==> config.mk <==
export PLATFORM = sky130hd
export DESIGN_NAME = ring_queue_with_sorted_insert
export DESIGN_NICKNAME = d
export VERILOG_FILES = /design/src/hdl/rqsi_pkg.sv /design/src/hdl/rqsi_dpath.sv /design/src/hdl/rqsi_ctrl.sv /design/src/hdl/ring_queue_with_sorted_insert.sv
export SDC_FILE = /design/constraint.sdc
export NUM_CORES = 1
export LEC_CHECK = 0
export BUFFER_PORTS_ARGS = -buffer_cell sky130_fd_sc_hd__buf_2
export CORE_MARGIN = 8
export CORE_UTILIZATION = 61
export CTS_CLUSTER_DIAMETER = 30
export CTS_CLUSTER_SIZE = 25
export DETAILED_ROUTE_END_ITERATION = 10
export GPL_ROUTABILITY_DRIVEN = 0
export GPL_TIMING_DRIVEN = 0
export HOLD_SLACK_MARGIN = 0.03
export PLACE_DENSITY_LB_ADDON = 0.08
export SLEW_MARGIN = 20
export SYNTH_ARGS = -nofsm -noshare
export SYNTH_HDL_FRONTEND = slang
export SYNTH_SLANG_ARGS = --single-unit
==> constraint.sdc <==
create_clock -name clk -period 13.5 [get_ports clk]
set_input_delay 0.675 -clock clk [delete_from_list [all_inputs] [get_ports clk]]
set_output_delay 0.675 -clock clk [all_outputs]
set_load 0.05 [all_outputs]
==> src/hdl/rqsi_pkg.sv <==
// rqsi_pkg: shared types, constants and helper functions for the ring queue
// with sorted insert; used by rqsi_ctrl, rqsi_dpath and the top level
// no dependencies
`default_nettype none

package rqsi_pkg;

    localparam int QUEUE_SLOTS = 16;
    localparam int DATA_WIDTH  = 32;
    localparam int IDX_W       = $clog2(QUEUE_SLOTS);
    localparam int WORD_W      = 32;
    localparam int CNT_W       = 4;

    typedef logic [IDX_W-1:0]             idx_t;
    typedef logic signed [DATA_WIDTH-1:0] data_t;
    typedef logic signed [WORD_W-1:0]     word_t;
    typedef logic [CNT_W-1:0]             cnt_t;

    typedef enum logic [1:0] {
        REQ_STATUS = 2'd0,
        REQ_ENQ    = 2'd1,
        REQ_PRIO   = 2'd2,
        REQ_DEQ    = 2'd3
    } req_t;

    typedef enum logic [3:0] {
        ST_IDLE,
        ST_EXEC,
        ST_WALK,
        ST_PLACE,
        ST_DEQ,
        ST_STAT_H,
        ST_STAT_T,
        ST_STAT_D,
        ST_DONE
    } state_t;

    typedef struct packed {
        logic load;
        logic exec;
        logic refuse;
        logic push;
        logic walk_start;
        logic walk_shift;
        logic place;
        logic deq_read;
        logic deq_take;
        logic rd_head;
        logic cap_head;
        logic cap_tail;
        logic out_load;
    } cmd_t;

    typedef struct packed {
        req_t req;
        logic full;
        logic empty;
        logic greater;
        logic walk_last;
    } sts_t;

    function automatic idx_t wrap_inc(input idx_t i);
        return (i == idx_t'(QUEUE_SLOTS - 1)) ? '0 : idx_t'(i + idx_t'(1));
    endfunction

    function automatic idx_t wrap_dec(input idx_t i);
        return (i == '0) ? idx_t'(QUEUE_SLOTS - 1) : idx_t'(i - idx_t'(1));
    endfunction

    function automatic idx_t count_of(input idx_t head, input idx_t tail);
        logic [IDX_W:0] sum;
        sum = {1'b0, tail} + (IDX_W+1)'(QUEUE_SLOTS) - {1'b0, head};
        if (tail >= head)
            return idx_t'(tail - head);
        else
            return sum[IDX_W-1:0];
    endfunction

    function automatic data_t to_data(input word_t w);
        return data_t'(w);
    endfunction

    function automatic word_t to_word(input data_t d);
        return word_t'(d);
    endfunction

endpackage

`default_nettype wire

==> src/hdl/rqsi_dpath.sv <==
// rqsi_dpath: pointers, slot memory, walk index and result registers
// depends on rqsi_pkg; driven by commands from rqsi_ctrl
`default_nettype none

module rqsi_dpath (
    input  wire                  clk,
    input  wire                  rst_n,
    input  wire [1:0]            req_type,
    input  wire [31:0]           value,
    input  rqsi_pkg::cmd_t       cmd,
    output rqsi_pkg::sts_t       sts,
    output logic                 accepted,
    output logic [31:0]          out_value,
    output logic [31:0]          head_value,
    output logic [31:0]          tail_value,
    output logic [3:0]           occupancy,
    output logic                 is_empty,
    output logic                 is_full,
    output logic [3:0]           free_slots
);

    rqsi_pkg::data_t mem [rqsi_pkg::QUEUE_SLOTS];

    rqsi_pkg::idx_t  head_reg, tail_reg, idx_reg, cnt_reg;
    rqsi_pkg::req_t  req_reg;
    rqsi_pkg::data_t value_reg, rdata_reg;
    rqsi_pkg::word_t deq_reg, headv_reg, tailv_reg;
    logic            acc_reg;

    logic            acc_out_reg, empty_out_reg, full_out_reg;
    rqsi_pkg::word_t deq_out_reg, headv_out_reg, tailv_out_reg;
    rqsi_pkg::cnt_t  occ_out_reg, free_out_reg;

    rqsi_pkg::idx_t  occ;
    logic            empty, full;
    logic            wr_en, rd_en;
    rqsi_pkg::idx_t  wr_addr, rd_addr;
    rqsi_pkg::data_t wr_data;
    logic [rqsi_pkg::IDX_W:0] cnt_inc;

    assign occ     = rqsi_pkg::count_of(head_reg, tail_reg);
    assign empty   = (head_reg == tail_reg);
    assign full    = (rqsi_pkg::wrap_inc(tail_reg) == head_reg);
    assign cnt_inc = {1'b0, cnt_reg} + (rqsi_pkg::IDX_W+1)'(1);

    always_comb
    begin
        sts.req       = req_reg;
        sts.full      = full;
        sts.empty     = empty;
        sts.greater   = (rdata_reg > value_reg);
        sts.walk_last = (cnt_inc == {1'b0, occ});
    end

    // one write and one read port on the slot memory
    always_comb
    begin
        wr_en   = cmd.push | cmd.walk_shift | cmd.place;
        wr_addr = cmd.push ? tail_reg : rqsi_pkg::wrap_inc(idx_reg);
        wr_data = cmd.walk_shift ? rdata_reg : value_reg;
        rd_en   = cmd.walk_start | cmd.walk_shift | cmd.deq_read | cmd.rd_head | cmd.cap_head;
        if (cmd.walk_shift)
            rd_addr = rqsi_pkg::wrap_dec(idx_reg);
        else if (cmd.walk_start || cmd.cap_head)
            rd_addr = rqsi_pkg::wrap_dec(tail_reg);
        else
            rd_addr = head_reg;
    end

    always_ff @(posedge clk)
    begin
        if (wr_en)
            mem[wr_addr] <= wr_data;
        if (rd_en)
            rdata_reg <= mem[rd_addr];
    end

    always_ff @(posedge clk or negedge rst_n)
    begin
        if (!rst_n)
        begin
            head_reg <= '0;
            tail_reg <= '0;
        end
        else
        begin
            if (cmd.push || cmd.place)
                tail_reg <= rqsi_pkg::wrap_inc(tail_reg);
            if (cmd.deq_take)
                head_reg <= rqsi_pkg::wrap_inc(head_reg);
        end
    end

    always_ff @(posedge clk)
    begin
        if (cmd.load)
        begin
            req_reg   <= rqsi_pkg::req_t'(req_type);
            value_reg <= rqsi_pkg::to_data(rqsi_pkg::word_t'(value));
        end
        if (cmd.exec)
        begin
            acc_reg <= ~cmd.refuse;
            deq_reg <= '0;
        end
        if (cmd.walk_start)
        begin
            idx_reg <= rqsi_pkg::wrap_dec(tail_reg);
            cnt_reg <= '0;
        end
        if (cmd.walk_shift)
        begin
            idx_reg <= rqsi_pkg::wrap_dec(idx_reg);
            cnt_reg <= cnt_inc[rqsi_pkg::IDX_W-1:0];
        end
        if (cmd.deq_take)
            deq_reg <= rqsi_pkg::to_word(rdata_reg);
        if (cmd.cap_head)
            headv_reg <= rqsi_pkg::to_word(rdata_reg);
        if (cmd.cap_tail)
            tailv_reg <= rqsi_pkg::to_word(rdata_reg);
        if (cmd.out_load)
        begin
            acc_out_reg   <= acc_reg;
            deq_out_reg   <= deq_reg;
            headv_out_reg <= empty ? '0 : headv_reg;
            tailv_out_reg <= empty ? '0 : tailv_reg;
            occ_out_reg   <= rqsi_pkg::cnt_t'(occ);
            empty_out_reg <= empty;
            full_out_reg  <= full;
            free_out_reg  <= rqsi_pkg::cnt_t'(
                rqsi_pkg::idx_t'(rqsi_pkg::QUEUE_SLOTS - 1) - occ);
        end
    end

    assign accepted   = acc_out_reg;
    assign out_value  = deq_out_reg;
    assign head_value = headv_out_reg;
    assign tail_value = tailv_out_reg;
    assign occupancy  = occ_out_reg;
    assign is_empty   = empty_out_reg;
    assign is_full    = full_out_reg;
    assign free_slots = free_out_reg;

endmodule

`default_nettype wire

==> src/hdl/rqsi_ctrl.sv <==
// rqsi_ctrl: request sequencer for the ring queue with sorted insert
// depends on rqsi_pkg; issues commands to rqsi_dpath and owns both handshakes
`default_nettype none

module rqsi_ctrl (
    input  wire                  clk,
    input  wire                  rst_n,
    input  wire                  in_valid,
    output logic                 in_ready,
    output logic                 out_valid,
    input  wire                  out_ready,
    input  rqsi_pkg::sts_t       sts,
    output rqsi_pkg::cmd_t       cmd
);

    rqsi_pkg::state_t state_reg, state_next;
    logic             out_valid_reg, out_valid_next;

    always_ff @(posedge clk or negedge rst_n)
    begin
        if (!rst_n)
        begin
            state_reg     <= rqsi_pkg::ST_IDLE;
            out_valid_reg <= 1'b0;
        end
        else
        begin
            state_reg     <= state_next;
            out_valid_reg <= out_valid_next;
        end
    end

    always_comb
    begin
        state_next     = state_reg;
        out_valid_next = out_valid_reg;
        cmd            = '0;
        in_ready       = 1'b0;
        if (out_valid_reg && out_ready)
            out_valid_next = 1'b0;
        case (state_reg)
            rqsi_pkg::ST_IDLE:
            begin
                in_ready = 1'b1;
                if (in_valid)
                begin
                    cmd.load   = 1'b1;
                    state_next = rqsi_pkg::ST_EXEC;
                end
            end
            rqsi_pkg::ST_EXEC:
            begin
                cmd.exec   = 1'b1;
                state_next = rqsi_pkg::ST_STAT_H;
                case (sts.req)
                    rqsi_pkg::REQ_ENQ:
                    begin
                        if (sts.full)
                            cmd.refuse = 1'b1;
                        else
                            cmd.push = 1'b1;
                    end
                    rqsi_pkg::REQ_PRIO:
                    begin
                        if (sts.full)
                            cmd.refuse = 1'b1;
                        else if (sts.empty)
                            cmd.push = 1'b1;
                        else
                        begin
                            cmd.walk_start = 1'b1;
                            state_next     = rqsi_pkg::ST_WALK;
                        end
                    end
                    rqsi_pkg::REQ_DEQ:
                    begin
                        if (sts.empty)
                            cmd.refuse = 1'b1;
                        else
                        begin
                            cmd.deq_read = 1'b1;
                            state_next   = rqsi_pkg::ST_DEQ;
                        end
                    end
                    default:
                    begin
                        cmd.refuse = 1'b0;
                    end
                endcase
            end
            rqsi_pkg::ST_WALK:
            begin
                // shift the larger entry up and fetch the one below it
                if (sts.greater)
                begin
                    cmd.walk_shift = 1'b1;
                    if (sts.walk_last)
                        state_next = rqsi_pkg::ST_PLACE;
                end
                else
                    state_next = rqsi_pkg::ST_PLACE;
            end
            rqsi_pkg::ST_PLACE:
            begin
                cmd.place  = 1'b1;
                state_next = rqsi_pkg::ST_STAT_H;
            end
            rqsi_pkg::ST_DEQ:
            begin
                cmd.deq_take = 1'b1;
                state_next   = rqsi_pkg::ST_STAT_H;
            end
            rqsi_pkg::ST_STAT_H:
            begin
                cmd.rd_head = 1'b1;
                state_next  = rqsi_pkg::ST_STAT_T;
            end
            rqsi_pkg::ST_STAT_T:
            begin
                cmd.cap_head = 1'b1;
                state_next   = rqsi_pkg::ST_STAT_D;
            end
            rqsi_pkg::ST_STAT_D:
            begin
                cmd.cap_tail = 1'b1;
                state_next   = rqsi_pkg::ST_DONE;
            end
            rqsi_pkg::ST_DONE:
            begin
                if (!out_valid_reg || out_ready)
                begin
                    cmd.out_load   = 1'b1;
                    out_valid_next = 1'b1;
                    state_next     = rqsi_pkg::ST_IDLE;
                end
            end
            default:
            begin
                state_next = rqsi_pkg::ST_IDLE;
            end
        endcase
    end

    assign out_valid = out_valid_reg;

endmodule

`default_nettype wire

==> src/hdl/ring_queue_with_sorted_insert.sv <==
// ring_queue_with_sorted_insert: top level, joins rqsi_ctrl and rqsi_dpath
// depends on rqsi_pkg, rqsi_ctrl, rqsi_dpath
//
// usage
// - input channel in_valid/in_ready carries one request beat: req_type and value
//   (status, enqueue at tail, priority enqueue, dequeue)
// - output channel out_valid/out_ready returns exactly one result beat per request
//   with accepted, out_value, head_value, tail_value, occupancy, is_empty,
//   is_full and free_slots, all after the request took effect
// - one request is worked on at a time; in_ready is high only while idle
// - each request passes the exec, status and done states; a dequeue adds a take
//   state, and a priority enqueue adds a walk over the stored entries that it
//   compares, at most 14 of them, and a place state; the slot memory has one
//   read and one write port and the walk moves one entry per cycle
// - the next request is taken the cycle after the result is loaded, so a new
//   request is not taken before the last one is through
// - the result sits in an output register, so the next request is taken while
//   an earlier result still waits; a stalled receiver holds the result steady
//   and a finished request then waits until that register is free
// - reset clears head and tail pointers (queue empty) and the handshake state;
//   slot contents are not cleared and empty-queue head/tail values read as zero
`default_nettype none

module ring_queue_with_sorted_insert (
    input  wire         clk,
    input  wire         rst_n,
    input  wire         in_valid,
    output logic        in_ready,
    input  wire [1:0]   req_type,
    input  wire [31:0]  value,
    output logic        out_valid,
    input  wire         out_ready,
    output logic        accepted,
    output logic [31:0] out_value,
    output logic [31:0] head_value,
    output logic [31:0] tail_value,
    output logic [3:0]  occupancy,
    output logic        is_empty,
    output logic        is_full,
    output logic [3:0]  free_slots
);

    rqsi_pkg::cmd_t cmd;
    rqsi_pkg::sts_t sts;

    rqsi_ctrl u_ctrl (
        .clk       (clk),
        .rst_n     (rst_n),
        .in_valid  (in_valid),
        .in_ready  (in_ready),
        .out_valid (out_valid),
        .out_ready (out_ready),
        .sts       (sts),
        .cmd       (cmd)
    );

    rqsi_dpath u_dpath (
        .clk        (clk),
        .rst_n      (rst_n),
        .req_type   (req_type),
        .value      (value),
        .cmd        (cmd),
        .sts        (sts),
        .accepted   (accepted),
        .out_value  (out_value),
        .head_value (head_value),
        .tail_value (tail_value),
        .occupancy  (occupancy),
        .is_empty   (is_empty),
        .is_full    (is_full),
        .free_slots (free_slots)
    );

    a_one_at_a_time: assert property (@(posedge clk) disable iff (!rst_n)
        in_valid && in_ready |=> !in_ready)
        else $error("request taken while another is in progress");

    a_full_empty_excl: assert property (@(posedge clk) disable iff (!rst_n)
        !(sts.full && sts.empty))
        else $error("queue flagged full and empty at once");

    a_empty_zero: assert property (@(posedge clk) disable iff (!rst_n)
        out_valid && is_empty |-> head_value == '0 && tail_value == '0 && occupancy == '0)
        else $error("empty queue reports entries");

    a_refused_no_data: assert property (@(posedge clk) disable iff (!rst_n)
        out_valid && !accepted |-> out_value == '0)
        else $error("refused request reports a dequeued value");

endmodule

`default_nettype wire
==> impl_metrics.py <==
metrics = {
    "timing": {
        "worst_pin_slew_ns": 1.080,
        "finalHoldViolCount": 0,
        "max_freq_mhz": 168.3,
        "post-route-period-util_pct": 44.02,
        "setup_tns_ns": 0,
        "rsz0062_at_grt": "no",
        "finClkSkew_ns": 0.02780,
        "hold_ws_ns": 0.1403,
        "max-slew-margin-rel_pct": 27.81,
        "min_period_ns": 5.943,
        "drv_slew": 0,
        "setup_violations": 0,
    },
    "global_routing": {
        "grt.busiest_layer": "met2",
        "grt_pass1_vias": 19660,
        "grtUsageMet3_pct": 7.874,
        "antenna_found_initial": 2,
        "use_met1_pct": 33.65,
        "overflow": 0,
        "grt_pass1_wl_um": 118500,
        "met2_usage_pct": 42.62,
        "grt_max_degree": 33,
        "track_usage_pct": 26.39,
    },
    "synthesis": {
        "syn-num-nets": 2064,
        "synth-main-ff-cell": "edfxtp_1",
        "synth_top_area_share_pct": 73.73,
        "ys_ff_latch": 803,
        "synth.most_common_cell": "edfxtp_1",
        "ys_warn_count": 0,
        "netlist_area_um2": 32180,
        "synth_area_leaders": "edfxtp_1 74%, mux2_2 4.2%, nand3_1 2.2%",
        "yosysSeqAreaShare_pct": 74.74,
        "ys_async_sr_fraction_pct": 1.619,
        "yosys.area.top_type": "edfxtp_1",
        "synth-edff-count": 790,
        "synth_common_cells": "790 x edfxtp_1, 141 x nand3_1, 128 x a21oi_1, 121 x mux2_2, 111 x o21ai_0",
        "syn-mean-instance-area_um2": 16.27,
        "syn_inst": 1978,
        "synth_cell_type_count": 71,
    },
    "route": {
        "remaining_drc_errors": 0,
        "drtIter0Drc": 2049,
        "antenna_left": 0,
        "vias": 19120,
        "wl_um": 79430,
        "drtPass1Iterations": 6,
        "wire_per_inst_um": 25.52,
        "viasPerCell": 6.144,
    },
    "clocking": {
        "path_clk_slew_ns": 0.05,
        "post_cts_buffers": 0,
        "cts.htree.levels": 4,
        "cts_tree": "yes",
        "clock_path_buffers": 3,
        "clk_latency_ns": 0.71,
        "cts_made_buffers": 141,
        "clkSinkCount": 803,
        "clock-root-buffer": "clkbuf_16",
    },
    "worst_setup_path": {
        "cp_max_fo": 10,
        "crit_chain": "ha_1 > nand4_1 > nor4_1 > a21bo_2 > a21oi_1 > or3_1 > a21oi_1 > clkbuf_1 > nand2_1 > nand3_1 > nor3_2 > buf_4 > buf_4",
        "crit_arrival_ns": 6.35,
        "cp_data_required_time_ns": 13.90,
        "crit_type": "register to register",
        "slowest_stage": "nor4_1",
        "crit_buf_inv": 3,
        "start_kind": "register",
        "timing.critical_path.max_delay_family": "simple AND/OR/NAND/NOR gates",
        "slowest_delay_ns": 0.86,
        "critPathCaptureType": "register",
    },
    "final_layout": {
        "top_register": "u_dpath.mem",
        "seqCellArea_um2": 24050,
        "nNetsFinal": 2391,
        "nFillCells": 3008,
        "largest_reg_flops": 512,
        "layout-drive-gt1-share_pct": 25.79,
        "area_growth_syn_to_layout_pct": 22.77,
        "multi_input_area_um2": 7566,
    },
    "min_path": {
        "worstHoldPathType": "input port to register",
    },
    "power_and_ir_drop": {
        "p_leak_uw": 0.01384,
        "cellPowerDensity_nw_per_um2": 252.2,
        "power_uw": 9962,
        "ir_drop_v": 0.0001486,
    },
    "floorplan": {
        "dieWidth_um": 245.7,
        "initial_utilization_pct": 61.48,
        "dieHeight_um": 245.7,
        "core_um2": 52340,
        "die-area_um2": 60350,
        "ioPinCount": 147,
        "num_rows": 84,
    },
    "run_status": {
        "status": "complete, no violations",
    },
    "placed_design": {
        "portBuffers": 146,
        "place_hpwl_um": 52300,
    },
    "flow_run": {
        "drv_cap": 0,
    },
}
==> what timing repair did <==
action	4_1_cts	5_1_grt
hold buffers	1	0
resized for setup	0	0
hold endpoints to repair	13	0
==> worst reg2reg max path, delay by kind of cell, from the launching register on <==
| family | cells | cell delay, ns |
|---|---|---|
| adder cells (fa/ha/maj) | 1 | 0.42 |
| flip-flops | 1 | 0.57 |
| AND/OR/NAND/NOR | 6 | 2.72 |
| AO/OA/AOI/OAI | 3 | 0.88 |
| buffers and inverters | 3 | 1.04 |
==> cell families (layout without fill, tap and decap cells) <==
| group | Yosys count | count (layout) | share of synthesized area, % |
|---|---|---|---|
| AND/OR/NAND/NOR | 358 | 358 | 6.082 |
| AO/OA/AOI/OAI | 391 | 391 | 7.999 |
| multiplexers | 199 | 199 | 6.704 |
| flip-flops | 803 | 803 | 74.74 |
| buffers and inverters | 164 | 609 | 2.181 |
| XOR/XNOR | 15 | 15 | 0.4083 |
| adder cells (fa/ha/maj) | 48 | 48 | 1.890 |
| other | 0 | 1 | 0 |
==> placed cells by master, fill, tap and decap left out, types with 24 or more instances in the layout <==
master / instances
and2_1: 97
a2111oi_1: 24
nand3_1: 141
o21ai_0: 110
mux2i_1: 69
a22oi_1: 34
nand2_1: 28
edfxtp_1: 790
a21oi_1: 128
inv_1: 56
clkbuf_1: 77
o22a_1: 32
mux2_2: 121
buf_2: 176
clkbuf_16: 145
ha_1: 47
==> final cells by class <==
| class | count | area share (%) |
|---|---|---|
| flip-flops and latches | 803 | 60.87 |
| multi-input cells | 1011 | 19.15 |
| clock buffers | 160 | 9.328 |
| repair buffers | 184 | 3.623 |
| clock inverters | 101 | 3.060 |
| well taps | 688 | 2.179 |
| plain buffers | 108 | 1.245 |
| inverters | 56 | 0.5321 |
| diodes | 1 | 0.006335 |
==> path summary, 6_finish.rpt <==
| kind | cells past startpoint | slack (ns) | end | startpoint |
|---|---|---|---|---|
| worst max-delay path | 13 | 7.56 | u_dpath.mem[6][14] | u_dpath.rdata_reg[15] |
| worst max register to register | 13 | 7.56 | u_dpath.mem[6][14] | u_dpath.rdata_reg[15] |
| worst min-delay path | 1 | 0.14 | u_dpath.value_reg[18] | value[18] |
| max in group asynchronous | 2 | 12.84 | u_dpath.tail_reg[3] | rst_n |
| min in group asynchronous | 2 | 0.41 | u_ctrl.out_valid | rst_n |
| worst min register to register | 0 | 0.41 | u_dpath.out_value[6] | u_dpath.deq_reg[6] |
==> report_power, final <==
part / switching, uW / total [uW] / internal (uW) / leakage (uW)
combinational: 1860 / 2830 / 977 / 0.00418
clock: 1240 / 3620 / 2380 / 0.00234
sequential: 201 / 3510 / 3310 / 0.00733
==> per-stage QoR <==
step	setup slack [ns]	instances	area, um^2	utilization [%]
after floorplan	6.957	1978	32180	-
after global placement	4.046	2812	33770	64.52
after detailed placement	7.630	2849	34600	66.10
after CTS	7.541	3111	39500	75.47
after global routing	7.300	3112	39500	75.48
final	7.557	3112	39500	75.48
==> routing by layer <==
layer / vias up / share of wire, %
met3: 176 / 11
met2: 1012 / 48
met4: 0 / 2.9
li1: 8420 / -
met5: - / 0
met1: 9513 / 38
(Power assumes the default switching activity.)
